<file path="src/rtl/core/rra_pkg.sv">
`timescale 1ns / 1ps

package rra_pkg;

	// Width of the address arithmetic: a 32-bit base plus a 32-bit length, a rounded
	// size of up to 2^32 and a boundary step all fit with room to spare.
	localparam int CALC_W = 35;

	typedef enum logic [1:0] {
		CMD_ALLOC   = 2'd0,
		CMD_FLUSH   = 2'd1,
		CMD_RELEASE = 2'd2,
		CMD_QUERY   = 2'd3
	} cmd_t;

	typedef enum logic [2:0] {
		KIND_ALLOC = 3'd0,
		KIND_PURGE = 3'd1,
		KIND_FAIL  = 3'd2,
		KIND_REPLY = 3'd3,
		KIND_DONE  = 3'd4
	} kind_t;

	localparam logic [2:0] REG_START    = 3'd0;
	localparam logic [2:0] REG_END      = 3'd1;
	localparam logic [2:0] REG_ALIGN    = 3'd2;
	localparam logic [2:0] REG_BOUNDARY = 3'd3;
	localparam logic [2:0] REG_BND_EN   = 3'd4;

	typedef struct packed {
		kind_t       kind;
		logic [3:0]  slot;
		logic [31:0] addr;
		logic        notify;
		logic        last;
	} result_t;

endpackage

</file>
<file path="src/rtl/core/ring_region_allocator.sv">
`timescale 1ns / 1ps

// Ring region allocator with oldest-first eviction.
// Input items arrive on s_axis (tuser = command, tdata = request_size and slot_number);
// results leave on m_axis (tuser = kind, tlast = final result of the item). One item
// may produce up to SLOTS+1 results. The user writes configuration through cfg_we /
// cfg_index / cfg_data only while the block is idle; the block does not enforce it.
// Items are handled one at a time: s_axis_tready is high only while the sequencer
// waits for work. Slot base and length live in a single-port-read synchronous
// memory with registered read data; every memory access is its own sequencer
// step, so a read never overlaps a write to the same entry.
// A query or release reads its slot on acceptance and emits from its completion step;
// an allocate adds an eviction read step and a purge step for each eviction, and a
// flush runs those steps for each live block before its done notice.
// Each eviction is a read of the oldest slot followed by a purge notice and a
// write-back that clears it.
// Reset empties the table (live count zero, notify bits clear) and loads the
// register defaults; the memory itself is not cleared.
// When the receiver stalls, the pending result holds in the output register and
// the sequencer waits in its current step.
module ring_region_allocator #(
	parameter int SLOTS     = 16,
	parameter int ADDR_BITS = 32
) (
	input  logic        clk,
	input  logic        arst_n,
	input  logic        s_axis_tvalid,
	output logic        s_axis_tready,
	input  logic [39:0] s_axis_tdata,  // request_size[31:0], slot_number[35:32]
	input  logic [1:0]  s_axis_tuser,  // command
	output logic        m_axis_tvalid,
	input  logic        m_axis_tready,
	output logic [39:0] m_axis_tdata,  // slot_id[3:0], block_address[35:4], notify[36]
	output logic [2:0]  m_axis_tuser,  // kind
	output logic        m_axis_tlast,
	input  logic        cfg_we,
	input  logic [2:0]  cfg_index,
	input  logic [31:0] cfg_data
);

	localparam int SW = SLOTS > 1 ? $clog2(SLOTS) : 1;
	localparam int LW = $clog2(SLOTS + 1);
	localparam int CW = rra_pkg::CALC_W;
	localparam logic [31:0] OUT_MASK =
		(ADDR_BITS >= 32) ? 32'hFFFF_FFFF : 32'((64'd1 << ADDR_BITS) - 64'd1);

	typedef enum logic [13:0] {
		ST_IDLE  = 14'b00000000000001,
		ST_APREP = 14'b00000000000010,
		ST_ACHK  = 14'b00000000000100,
		ST_NEWR  = 14'b00000000001000,
		ST_NEWC  = 14'b00000000010000,
		ST_BND   = 14'b00000000100000,
		ST_WCHK  = 14'b00000001000000,
		ST_EVR   = 14'b00000010000000,
		ST_EVC   = 14'b00000100000000,
		ST_AWR   = 14'b00001000000000,
		ST_FAIL  = 14'b00010000000000,
		ST_DONE  = 14'b00100000000000,
		ST_RELC  = 14'b01000000000000,
		ST_QRYC  = 14'b10000000000000
	} state_t;

	// What an eviction loop is for, and where it goes when it stops.
	typedef enum logic [1:0] {
		PH_FULL  = 2'd0,
		PH_WRAP  = 2'd1,
		PH_OVL   = 2'd2,
		PH_FLUSH = 2'd3
	} phase_t;

	// configuration
	logic [31:0] start_q, end_q;
	logic [4:0]  ash_q, bsh_q;
	logic        ben_q;

	// sequencer state
	state_t            state_q;
	phase_t            phase_q;
	logic [31:0]       req_q;
	logic [SW-1:0]     sidx_q;
	logic              slot_ok_q;
	logic [3:0]        slot_q;
	logic [CW-1:0]     lo_q, size_q, addr_q;
	logic [SW-1:0]     idx_q, oldest_q, newest_q;
	logic [LW-1:0]     live_q;
	logic [SLOTS-1:0]  notify_q;

	// memory and output
	logic              mem_we, mem_re;
	logic [SW-1:0]     mem_waddr, mem_raddr;
	logic [63:0]       mem_wdata, mem_rdata;
	logic              emit, out_free;
	rra_pkg::result_t  res;

	function automatic logic [SW-1:0] ring_inc(input logic [SW-1:0] s);
		ring_inc = (s == SW'(SLOTS - 1)) ? '0 : s + SW'(1);
	endfunction

	rra_slot_mem #(.SLOTS(SLOTS)) u_mem (
		.clk   (clk),
		.we    (mem_we),
		.waddr (mem_waddr),
		.wdata (mem_wdata),
		.re    (mem_re),
		.raddr (mem_raddr),
		.rdata (mem_rdata)
	);

	rra_out_stage u_out (
		.clk           (clk),
		.arst_n        (arst_n),
		.emit          (emit),
		.res           (res),
		.free          (out_free),
		.m_axis_tvalid (m_axis_tvalid),
		.m_axis_tready (m_axis_tready),
		.m_axis_tdata  (m_axis_tdata),
		.m_axis_tuser  (m_axis_tuser),
		.m_axis_tlast  (m_axis_tlast)
	);

	// ---------------------------------------------------------------- decode
	logic [7:0]    in_slot_ext, old_ext, idx_ext;
	logic          in_slot_ok;
	logic [31:0]   rd_base, rd_len;
	logic [CW-1:0] base_ext, sum, amask, lo_raw, lo_rnd, sz_raw, sz_rnd;
	logic [CW-1:0] bsz, bmask, end_ext;
	logic          accept, evict_cond;

	assign accept      = s_axis_tvalid && s_axis_tready;
	assign in_slot_ext = {4'b0000, s_axis_tdata[35:32]};
	assign in_slot_ok  = in_slot_ext < 8'(SLOTS);
	assign old_ext     = 8'(oldest_q);
	assign idx_ext     = 8'(idx_q);
	assign rd_base     = mem_rdata[63:32];
	assign rd_len      = mem_rdata[31:0];
	assign base_ext    = CW'(rd_base);
	assign end_ext     = CW'(end_q);
	assign sum         = addr_q + size_q;

	// round start and size up to the alignment
	assign amask  = (CW'(1) << ash_q) - CW'(1);
	assign lo_raw = CW'(start_q);
	assign lo_rnd = ((lo_raw & amask) != '0) ? (lo_raw | amask) + CW'(1) : lo_raw;
	assign sz_raw = CW'(req_q);
	assign sz_rnd = ((sz_raw & amask) != '0) ? (sz_raw | amask) + CW'(1) : sz_raw;

	assign bsz   = CW'(1) << bsh_q;
	assign bmask = ~(bsz - CW'(1));

	always_comb begin
		case (phase_q)
			PH_WRAP: evict_cond = base_ext > addr_q;
			PH_OVL:  evict_cond = (addr_q <= base_ext) && (sum >= base_ext);
			default: evict_cond = 1'b1;
		endcase
	end

	assign s_axis_tready = (state_q == ST_IDLE);

	// ---------------------------------------------------------------- memory and emission
	always_comb begin
		mem_we    = 1'b0;
		mem_waddr = oldest_q;
		mem_wdata = '0;
		mem_re    = 1'b0;
		mem_raddr = oldest_q;
		emit      = 1'b0;
		res       = '{kind: rra_pkg::KIND_ALLOC, slot: 4'd0, addr: 32'd0, notify: 1'b0,
			last: 1'b1};
		case (state_q)
			ST_IDLE: begin
				if (accept && in_slot_ok &&
						(s_axis_tuser == rra_pkg::CMD_RELEASE ||
						s_axis_tuser == rra_pkg::CMD_QUERY)) begin
					mem_re    = 1'b1;
					mem_raddr = in_slot_ext[SW-1:0];
				end
			end
			ST_NEWR: begin
				mem_re    = live_q != '0;
				mem_raddr = newest_q;
			end
			ST_EVR: begin
				mem_re    = live_q != '0;
				mem_raddr = oldest_q;
			end
			ST_EVC: begin
				if (evict_cond && out_free) begin
					mem_we     = 1'b1;
					emit       = 1'b1;
					res.kind   = rra_pkg::KIND_PURGE;
					res.slot   = old_ext[3:0];
					res.addr   = rd_base;
					res.notify = notify_q[oldest_q];
					res.last   = 1'b0;
				end
			end
			ST_AWR: begin
				if (out_free) begin
					mem_we    = 1'b1;
					mem_waddr = idx_q;
					mem_wdata = {addr_q[31:0], size_q[31:0]};
					emit      = 1'b1;
					res.slot  = idx_ext[3:0];
					res.addr  = addr_q[31:0] & OUT_MASK;
				end
			end
			ST_FAIL: begin
				emit     = out_free;
				res.kind = rra_pkg::KIND_FAIL;
			end
			ST_DONE: begin
				emit     = out_free;
				res.kind = rra_pkg::KIND_DONE;
			end
			ST_RELC: begin
				emit       = out_free;
				res.kind   = rra_pkg::KIND_PURGE;
				res.slot   = slot_q;
				res.addr   = rd_base;
				res.notify = notify_q[sidx_q];
			end
			ST_QRYC: begin
				emit     = out_free;
				res.kind = rra_pkg::KIND_REPLY;
				res.slot = slot_q;
				res.addr = slot_ok_q ? rd_base : 32'd0;
			end
			default: begin
			end
		endcase
	end

	// ---------------------------------------------------------------- configuration
	always_ff @(posedge clk or negedge arst_n) begin
		if (!arst_n) begin
			start_q <= 32'd0;
			end_q   <= 32'd65536;
			ash_q   <= 5'd2;
			bsh_q   <= 5'd20;
			ben_q   <= 1'b0;
		end else if (cfg_we) begin
			case (cfg_index)
				rra_pkg::REG_START:    start_q <= cfg_data;
				rra_pkg::REG_END:      end_q   <= cfg_data;
				rra_pkg::REG_ALIGN:    ash_q   <= cfg_data[4:0];
				rra_pkg::REG_BOUNDARY: bsh_q   <= cfg_data[4:0];
				rra_pkg::REG_BND_EN:   ben_q   <= cfg_data[0];
				default: begin
				end
			endcase
		end
	end

	// ---------------------------------------------------------------- sequencer
	always_ff @(posedge clk or negedge arst_n) begin
		if (!arst_n) begin
			state_q  <= ST_IDLE;
			phase_q  <= PH_FLUSH;
			oldest_q <= '0;
			newest_q <= '0;
			live_q   <= '0;
			notify_q <= '0;
		end else begin
			case (state_q)
				ST_IDLE: begin
					if (accept) begin
						req_q     <= s_axis_tdata[31:0];
						slot_q    <= s_axis_tdata[35:32];
						sidx_q    <= in_slot_ext[SW-1:0];
						slot_ok_q <= in_slot_ok;
						case (s_axis_tuser)
							rra_pkg::CMD_ALLOC: state_q <= ST_APREP;
							rra_pkg::CMD_FLUSH: begin
								phase_q <= PH_FLUSH;
								state_q <= ST_EVR;
							end
							rra_pkg::CMD_RELEASE: state_q <= in_slot_ok ? ST_RELC : ST_IDLE;
							default: state_q <= ST_QRYC;
						endcase
					end
				end
				ST_APREP: begin
					lo_q    <= lo_rnd;
					size_q  <= sz_rnd;
					state_q <= ST_ACHK;
				end
				ST_ACHK: begin
					if (size_q == '0 || (lo_q >> ADDR_BITS) != '0 || lo_q >= end_ext ||
							size_q > end_ext - lo_q) begin
						state_q <= ST_FAIL;
					end else if (live_q >= LW'(SLOTS)) begin
						phase_q <= PH_FULL;
						state_q <= ST_EVR;
					end else begin
						state_q <= ST_NEWR;
					end
				end
				ST_NEWR: begin
					if (live_q != '0) begin
						idx_q   <= ring_inc(newest_q);
						state_q <= ST_NEWC;
					end else begin
						idx_q   <= '0;
						addr_q  <= lo_q;
						phase_q <= PH_OVL;
						state_q <= ST_EVR;
					end
				end
				ST_NEWC: begin
					addr_q  <= CW'(rd_base) + CW'(rd_len);
					state_q <= ST_BND;
				end
				ST_BND: begin
					// move once to the next boundary if the block would span one
					if (ben_q && ((addr_q & bmask) != ((sum - CW'(1)) & bmask))) begin
						addr_q <= (addr_q & bmask) + bsz;
					end
					state_q <= ST_WCHK;
				end
				ST_WCHK: begin
					phase_q <= (sum > end_ext) ? PH_WRAP : PH_OVL;
					state_q <= ST_EVR;
				end
				ST_EVR, ST_EVC: begin
					if ((state_q == ST_EVR && live_q == '0) ||
							(state_q == ST_EVC && !evict_cond)) begin
						// loop finished: advance to what follows this phase
						case (phase_q)
							PH_FLUSH: state_q <= ST_DONE;
							PH_FULL:  state_q <= ST_NEWR;
							PH_WRAP: begin
								addr_q  <= lo_q;
								phase_q <= PH_OVL;
								state_q <= ST_EVR;
							end
							default: state_q <= ST_AWR;
						endcase
					end else if (state_q == ST_EVR) begin
						state_q <= ST_EVC;
					end else if (out_free) begin
						// drop the oldest block
						notify_q[oldest_q] <= 1'b0;
						live_q <= live_q - LW'(1);
						if (live_q == LW'(1)) begin
							oldest_q <= '0;
							newest_q <= '0;
						end else begin
							oldest_q <= ring_inc(oldest_q);
						end
						state_q <= ST_EVR;
					end
				end
				ST_AWR: begin
					if (out_free) begin
						notify_q[idx_q] <= 1'b1;
						if (live_q == '0) begin
							oldest_q <= idx_q;
						end
						newest_q <= idx_q;
						live_q   <= live_q + LW'(1);
						state_q  <= ST_IDLE;
					end
				end
				ST_RELC: begin
					if (out_free) begin
						notify_q[sidx_q] <= 1'b0;
						state_q <= ST_IDLE;
					end
				end
				ST_FAIL, ST_DONE, ST_QRYC: begin
					if (out_free) begin
						state_q <= ST_IDLE;
					end
				end
				default: state_q <= ST_IDLE;
			endcase
		end
	end

endmodule

</file>
<file path="src/rtl/core/rra_slot_mem.sv">
`timescale 1ns / 1ps

// Slot table: base in the upper word, length in the lower word.
module rra_slot_mem #(
	parameter int SLOTS = 16
) (
	input  logic                                  clk,
	input  logic                                  we,
	input  logic [(SLOTS > 1 ? $clog2(SLOTS) : 1)-1:0] waddr,
	input  logic [63:0]                           wdata,
	input  logic                                  re,
	input  logic [(SLOTS > 1 ? $clog2(SLOTS) : 1)-1:0] raddr,
	output logic [63:0]                           rdata
);

	logic [63:0] mem [SLOTS];

	always_ff @(posedge clk) begin
		if (we) begin
			mem[waddr] <= wdata;
		end
		if (re) begin
			rdata <= mem[raddr];
		end
	end

endmodule

</file>
<file path="src/rtl/core/rra_out_stage.sv">
`timescale 1ns / 1ps

// Output register: load a result when free, hold it while the receiver stalls.
module rra_out_stage (
	input  logic             clk,
	input  logic             arst_n,
	input  logic             emit,
	input  rra_pkg::result_t res,
	output logic             free,
	output logic             m_axis_tvalid,
	input  logic             m_axis_tready,
	output logic [39:0]      m_axis_tdata, // slot_id[3:0], block_address[35:4], notify[36]
	output logic [2:0]       m_axis_tuser, // kind
	output logic             m_axis_tlast
);

	logic             valid_q;
	rra_pkg::result_t res_q;

	assign free = !valid_q || m_axis_tready;

	always_ff @(posedge clk or negedge arst_n) begin
		if (!arst_n) begin
			valid_q <= 1'b0;
		end else if (emit) begin
			valid_q <= 1'b1;
		end else if (m_axis_tready) begin
			valid_q <= 1'b0;
		end
	end

	always_ff @(posedge clk) begin
		if (emit) begin
			res_q <= res;
		end
	end

	assign m_axis_tvalid = valid_q;
	assign m_axis_tdata  = {3'b000, res_q.notify, res_q.addr, res_q.slot};
	assign m_axis_tuser  = res_q.kind;
	assign m_axis_tlast  = res_q.last;

endmodule

</file>
<file path="config.mk">
export PLATFORM = sky130hd
export DESIGN_NAME = ring_region_allocator
export DESIGN_NICKNAME = d
export VERILOG_FILES = /design/src/rtl/core/rra_pkg.sv /design/src/rtl/core/ring_region_allocator.sv /design/src/rtl/core/rra_slot_mem.sv /design/src/rtl/core/rra_out_stage.sv
export SDC_FILE = /design/constraint.sdc
export NUM_CORES = 2
export LEC_CHECK = 0
export BUFFER_PORTS_ARGS = -buffer_cell sky130_fd_sc_hd__buf_2
export CAP_MARGIN = 20
export CORE_ASPECT_RATIO = 2
export CORE_UTILIZATION = 46
export DETAILED_ROUTE_END_ITERATION = 10
export SLEW_MARGIN = 5
export SYNTH_ARGS = -nofsm -noshare
export SYNTH_HDL_FRONTEND = slang
export SYNTH_SLANG_ARGS = --single-unit
export TNS_END_PERCENT = 5
</file>
<file path="constraint.sdc">
create_clock -name clk -period 9.6 [get_ports clk]
set_input_delay 0.96 -clock clk [delete_from_list [all_inputs] [get_ports clk]]
set_output_delay 0.96 -clock clk [all_outputs]
set_load 0.02 [all_outputs]
</file>
## Yosys cells after proc, flatten, opt, wreduce, memory -nomap -nowiden

Memory sizes are Yosys's and may differ from the RTL's. A register that Yosys moved wholly into a read port is not among the register bits.
Cells that the tools add are included.

| word-level totals | value |
|---|---|
| register bits | 308 |
| bits in writable memories | 1024 |
| input port bits | 82 |
| output and inout bits | 46 |
| logic and storage cells | 253 |
| memories kept | 1 |

| cells by class | value |
|---|---|
| $add $sub $neg | 13 |
| order comparisons | 14 |
| eq/ne operators | 45 |
| shift-type cells | 2 |
| mux-type cells | 86 |
| bitwise logic cells | 13 |
| reductions and logical operators | 53 |

Memories:

| name | depth | width | rd ports | clocked after memory_dff | wr ports | line | source |
|---|---|---|---|---|---|---|---|
| u_mem.mem | 16 | 64 | 1 | 1 | 1 | rra_slot_mem.sv:16 | `logic [63:0] mem [SLOTS];` |

Operators with widths:

| kind | number |
|---|---|
| $pmux 36 s4 | 1 |
| $mux 35 | 4 |
| $pmux 35 s4 | 1 |
| $mux 64 | 2 |
| $pmux 14 s9 | 1 |
| $reduce_bool 35->1 | 3 |
| $mux 32 | 3 |
| $mux 16 | 5 |
| $add 35x1->35 const B | 2 |
| $add 35x35->35 | 2 |
| $and 32x35->35 | 2 |
| $and 35x35->35 | 2 |
| $ge 35x32->1 | 2 |
| $mux 14 | 5 |
| $or 32x35->35 | 2 |
| $shl 1x5->35 const A | 2 |
| $sub 35x1->35 const B | 2 |
| $mux 4 | 15 |
| $pmux 16 s3 | 1 |
| $pmux 14 s3 | 1 |
| $mux 39 | 1 |
| $mux 36 | 1 |
| $pmux 12 s3 | 1 |
| $gt 32x35->1 | 1 |
| 75 further kinds | 164 |

## Logic depth before layout (Yosys ltp)

| logic depth | value |
|---|---|
| word-level depth | 10 |
| gate-level depth with buffers | 32 |
| depth with buffers taken out | 32 |

## Hierarchy

A second synthesis with hierarchy kept.

| unflattened totals | value |
|---|---|
| cell total of the unflattened synthesis | 4990 |
| area total of the unflattened synthesis | 68708.4 sq um |

Modules (own cells, without submodules):

| module | times used | cells an instance | area an instance (sq um) | sequential area each (sq um) |
|---|---|---|---|---|
| rra_slot_mem | 1 | 1647 | 40222.3 | 32671.3 |
| ring_region_allocator | 1 | 3295 | 27181.1 | 7365.8 |
| rra_out_stage | 1 | 48 | 1305.0 | 1256.2 |

## Worst setup path after synthesis

No wires, ideal clock.

| timing | value |
|---|---|
| path kind | register to register |
| from | register addr_q[0] |
| to | memory u_mem.mem[9][0] (enable) |
| library setup time | 493 ps |
| arrival | 7267 ps |
| data required time | 9107 ps |
| slack | 1840 ps |
| stages on the path, launching flop included | 22 |
| path buffers | 0 |
| period minus slack after synthesis | 7760 ps |
| cells stage by stage | edfxtp_1 ha_1 inv_1 fa_1 nor2b_1 o2111ai_1 and3_1 or4_4 nand2_1 xor2_1 ha_1 a21o_1 a21o_1 a21oi_1 a2111oi_0 o21ai_0 a41o_1 a31oi_2 nand3_1 inv_2 a22oi_1 nor2b_1 |

| between the ends | value |
|---|---|
| cells in the longest elaborated chain, start to end | 9 |
| elaborated cells on any way between the ends | 11 |
| classes of those cells | add/sub: 1; order compare: 3; mux: 5; reduce/logical: 2 |

RTL lines:

| element | line | source |
|---|---|---|
| start, declared | ring_region_allocator.sv:84 | `logic [CW-1:0] lo_q, size_q, addr_q;` |
| start signal, assigned | ring_region_allocator.sv:307 | `addr_q <= lo_q;` |
| start signal, assigned | ring_region_allocator.sv:313 | `addr_q <= CW'(rd_base) + CW'(rd_len);` |
| start signal, assigned | ring_region_allocator.sv:319 | `addr_q <= (addr_q & bmask) + bsz;` |
| $add 35x35->35 | ring_region_allocator.sv:140 | `assign sum = addr_q + size_q;` |
| $ge 35x32->1 | ring_region_allocator.sv:155 | `PH_OVL: evict_cond = (addr_q <= base_ext) && (sum >= base_ext);` |
| $logic_and 1x1->1 | ring_region_allocator.sv:155 |  |
| $pmux 1 s2 (*) | ring_region_allocator.sv:153 | `case (phase_q)` |
| $logic_and 1x1->1 (*) | ring_region_allocator.sv:190 | `if (evict_cond && out_free) begin` |
| $mux 1 (*) | ring_region_allocator.sv:190 |  |
| $pmux 1 s2 (*) | ring_region_allocator.sv:172 | `case (state_q)` |
| $mux 1 (*) | rra_slot_mem.sv:19 | `if (we) begin` |
| $mux 1 (not written as such) (*) | rra_slot_mem.sv:20 | `mem[waddr] <= wdata;` |
| end, declared | rra_slot_mem.sv:16 |  |

Every way passes the cells marked *; elsewhere a longest branch is shown, timed or not.

## Worst setup path in the final report

| timing | value |
|---|---|
| from | register addr_q[0] |
| to | register addr_q[28] (enable) |

| between the ends | value |
|---|---|
| cells in the longest elaborated chain, start to end | 9 |
| elaborated cells on any way between the ends | 17 |
| classes of those cells | add/sub: 2; order compare: 3; eq/ne: 3; mux: 1; bitwise: 2; reduce/logical: 6 |

RTL lines:

| element |
|---|
| branches (longest 8 deep; another with $add 35x35->35) |
| $reduce_and 6->1 (no line) (*) |

Every way passes the cells marked *.
A chain may end at the register's enable or synchronous reset.

==> summary.txt <==
placed cell count: 8065
placed cell area: 73900 µm²
total power: 20.7 mW
CTS Buffer Depth: 4
Synth Flop Type: edfxtp_1
clock power share: 0.264
CTS tree: yes
status: finished clean
CTS H-tree lvls: 4
average size of a mapped cell: 11.5 µm²
switching power: 8.18 mW
cts hold-fix bufs: 0
final hold viol count: 0
largest cells by area after synthesis: edfxtp_1 (54%), ha_1 (4.9%), dfrtp_1 (4.0%)
PD cells: 264 nW/µm²
Hold WC Path Type: in -> async
Slew @ Worst Pin: 1.27 ns
post_cts resized: 0
commonest non-fill, non-tap cell in the layout: edfxtp_1
post-route setup slack: 1.24 ns
Root Driver: clkbuf_16
MaxCap Viol Count: 0
Leak Pwr: 31.4 nW
fin area: 78600 µm²
initial drt markers: 4475
WP data required: 10.00 ns
top-area cell type share of the netlist area: 0.542
clk_lat worst skew: 0.81 ns
Clock transition at path regs: 0.07 ns
Ports: 128
Layout Nets: 6535
Worst VDD drop: 0.000219 V
Max transition margin: 0.150
WS Path Type: reg -> reg
met1 Usage GRT: 0.348
Fin Setup TNS: 0 ns
crit path DAT: 8.76 ns
postcts setup bufs: 0
share of layout cells above drive strength 1: 0.105
Die W: 279 µm
Starting Density: 0.463
Rows: 203
Core Region: 153000 µm²
Post-DRT Antenna Nets: 0
met2 Usage GRT: 0.577
largest net degree at the start of global routing: 171
gp weighted congestion: 1.05
synth warn: 0
post-route minimum period: 8.36 ns
port buffer count: 120
GR Util All Layers: 0.335
vias in the first global route: 51.6k
Seq/Total Area, Yosys: 0.585
total gr overflow: 0
fin. max-slew vios: 0
switch share: 0.395
post-route insts no fill: 8336
Worst setup EP type: flip-flop
DRT Wirelength: 261000 µm
clock sink total: 1395
initial antenna violation count: 30
Fmax achieved: 120 MHz
worst-path fanout max: 35
Die Height: 556 µm
Die ar.: 155000 µm²
Avg Vias per Cell: 6.34
area delta synth->final: 11.3%
DR WL/cell: 31.4 µm
Cell Int Power: 12.6 mW
unrepaired setup endpoints after global routing: false
Post-Synthesis Cells: 6142
post-synth top area cell: edfxtp_1
DP Worst Slack: 1.50 ns
ys async rst share: 0.0867
combinational power share: 0.369
clock buffer count from CTS: 138
Setup Skew: 0.0690 ns
final setup fails: 0
vias: 52.9k
DR pass1 iterations: 5
most frequent cells in the layout: edfxtp_1 (1274), nand2_1 (741), a211oi_1 (354)
mapped cell area: 70600 µm²
met3 GRT Util: 0.0652
FF+latch count, synth: 1395
Flop pwr share: 0.367
final critical-path share of the clock period: 0.871
post-synth cell types: 118
global-route wire length before repair: 369000 µm
Post-synth EDFFs: 1274
DRC viols: 0
detailed placement HPWL: 180000 µm
busiest grt layer: met2
CP Launch Type: flip-flop
## through the flow
step / hold WS [ns] / util
finish: 0.0811 / 0.515
global route: 0.0711 / 0.515
CTS: 0.0396 / 0.513
detailed placement: 0.511 / 0.484
global placement: 0.512 / 0.484
floorplan: 0.478 / -
## worst max-delay path, cell delays in order, from the launching register on
cell and delay (ns):
edfxtp_1 0.44, ha_1 0.25, inv_1 0.07, fa_1 0.42, nor2b_1 0.14, o2111ai_1 0.15, and3_1 0.31, o31ai_1 0.62
nor2_1 0.12, xnor2_1 0.50, ha_1 0.36, a21o_1 0.17, a21o_1 0.19, a21o_1 0.20, a21o_1 0.18, a21oi_1 0.20
nand2_1 0.07, o21ai_0 0.62, a41o_1 0.50, a31oi_2 0.40, nor2_1 0.23, a21oi_1 0.12, o21a_1 0.24, or4b_2 0.72
a21oi_4 0.13, buf_4 0.50
## registers in the layout, indices dropped and copies added (netlist names)
signal	cells
notify_q	16
end_q	32
ash_q	5
newest_q	4
u_out.m_axis_tvalid	1
ben_q	1
start_q	32
idx_q	4
oldest_q	4
u_out.m_axis_tdata	37
slot_q	4
u_out.m_axis_tlast	1
phase_q	2
lo_q	35
u_out.m_axis_tuser	3
u_mem.mem	1024
live_q	5
state_q	14
addr_q	35
req_q	32
size_q	35
u_mem.rdata	64
bsh_q	5
## cells in the mapped netlist (14+ instances only)
| library cell | n |
|---|---|
| buf_2 | 26 |
| clkbuf_1 | 333 |
| nand3_1 | 83 |
| dfrtp_1 | 114 |
| a31oi_1 | 155 |
| o21a_1 | 34 |
| a211oi_1 | 355 |
| buf_1 | 14 |
| a21oi_1 | 351 |
| mux2_2 | 43 |
| a21o_1 | 144 |
| nor3_1 | 108 |
| and4_1 | 16 |
| nor3b_1 | 24 |
| and2_1 | 26 |
| mux2i_1 | 18 |
| o21ai_0 | 228 |
| nand2_1 | 745 |
| inv_1 | 190 |
| edfxtp_1 | 1274 |
| or3_1 | 26 |
| o22ai_1 | 23 |
| or2_2 | 21 |
| nand4_1 | 47 |
| a311oi_1 | 135 |
| nor4_1 | 37 |
| nand2b_1 | 35 |
| o211ai_1 | 17 |
| nor2b_1 | 45 |
| and3_1 | 334 |
| nor2_1 | 319 |
| o21bai_1 | 27 |
| xnor2_1 | 116 |
| xor2_1 | 70 |
| a22oi_1 | 49 |
| ha_1 | 277 |
## layer usage
metal	up-vias	share of wire	wire, µm
met5	-	0.00029	75
met2	2117	0.50	132000
met4	10	0.099	25900
met3	755	0.057	15000
met1	26500	0.34	88500
li1	23500	-	-
## area by class of cell
class                   instances  area (µm²)
diodes                         17        42.5
clock buffers                 160        3670
clock inverters                76         734
fillers                     13400       74000
inverters                     191         717
multi-input cells            4176       27400
flip-flops and latches       1395       41300
well taps                    2050        2560
repair buffers                271        2140
## worst paths after layout
path                                       start  slack, ns  cells past startpoint                       to
setup / recovery             addr_q[0]$_DFFE_PP_       1.24                     25     addr_q[28]$_DFFE_PP_
hold / removal                            arst_n       0.08                      1   state_q[6]$_DFFE_PN0P_
setup reg to reg             addr_q[0]$_DFFE_PP_       1.24                     25     addr_q[28]$_DFFE_PP_
hold reg to reg            live_q[3]$_DFFE_PN0P_       0.54                      1    live_q[3]$_DFFE_PN0P_
max in group asynchronous                 arst_n       8.13                      3  newest_q[3]$_DFFE_PN0P_
min in group clk                s_axis_tdata[22]       0.34                      1      req_q[22]$_DFFE_PP_
## cells by family after synthesis
family                     share of synthesized area
AOI/OAI and AO/OA                              0.162
xor gates and xnor gates                      0.0234
adders and majority gates                     0.0499
buffers and inverters                         0.0319
DFF                                            0.585
muxes                                         0.0126
other                                      0.0000531
and+or+nand+nor                                0.136
## power groups by stage
stage / Sequential, mW / Clock, mW / Combinational [mW]
3_5_place_dp: 7.71 / 0 / 7.40
2_1_floorplan: 7.46 / 0 / 4.83
4_1_cts: 7.59 / 5.54 / 7.43
3_3_place_gp: 7.71 / 0 / 7.35
6_report: 7.60 / 5.48 / 7.65
5_1_grt: 7.61 / 5.74 / 8.18
(Power assumes the default switching activity.)
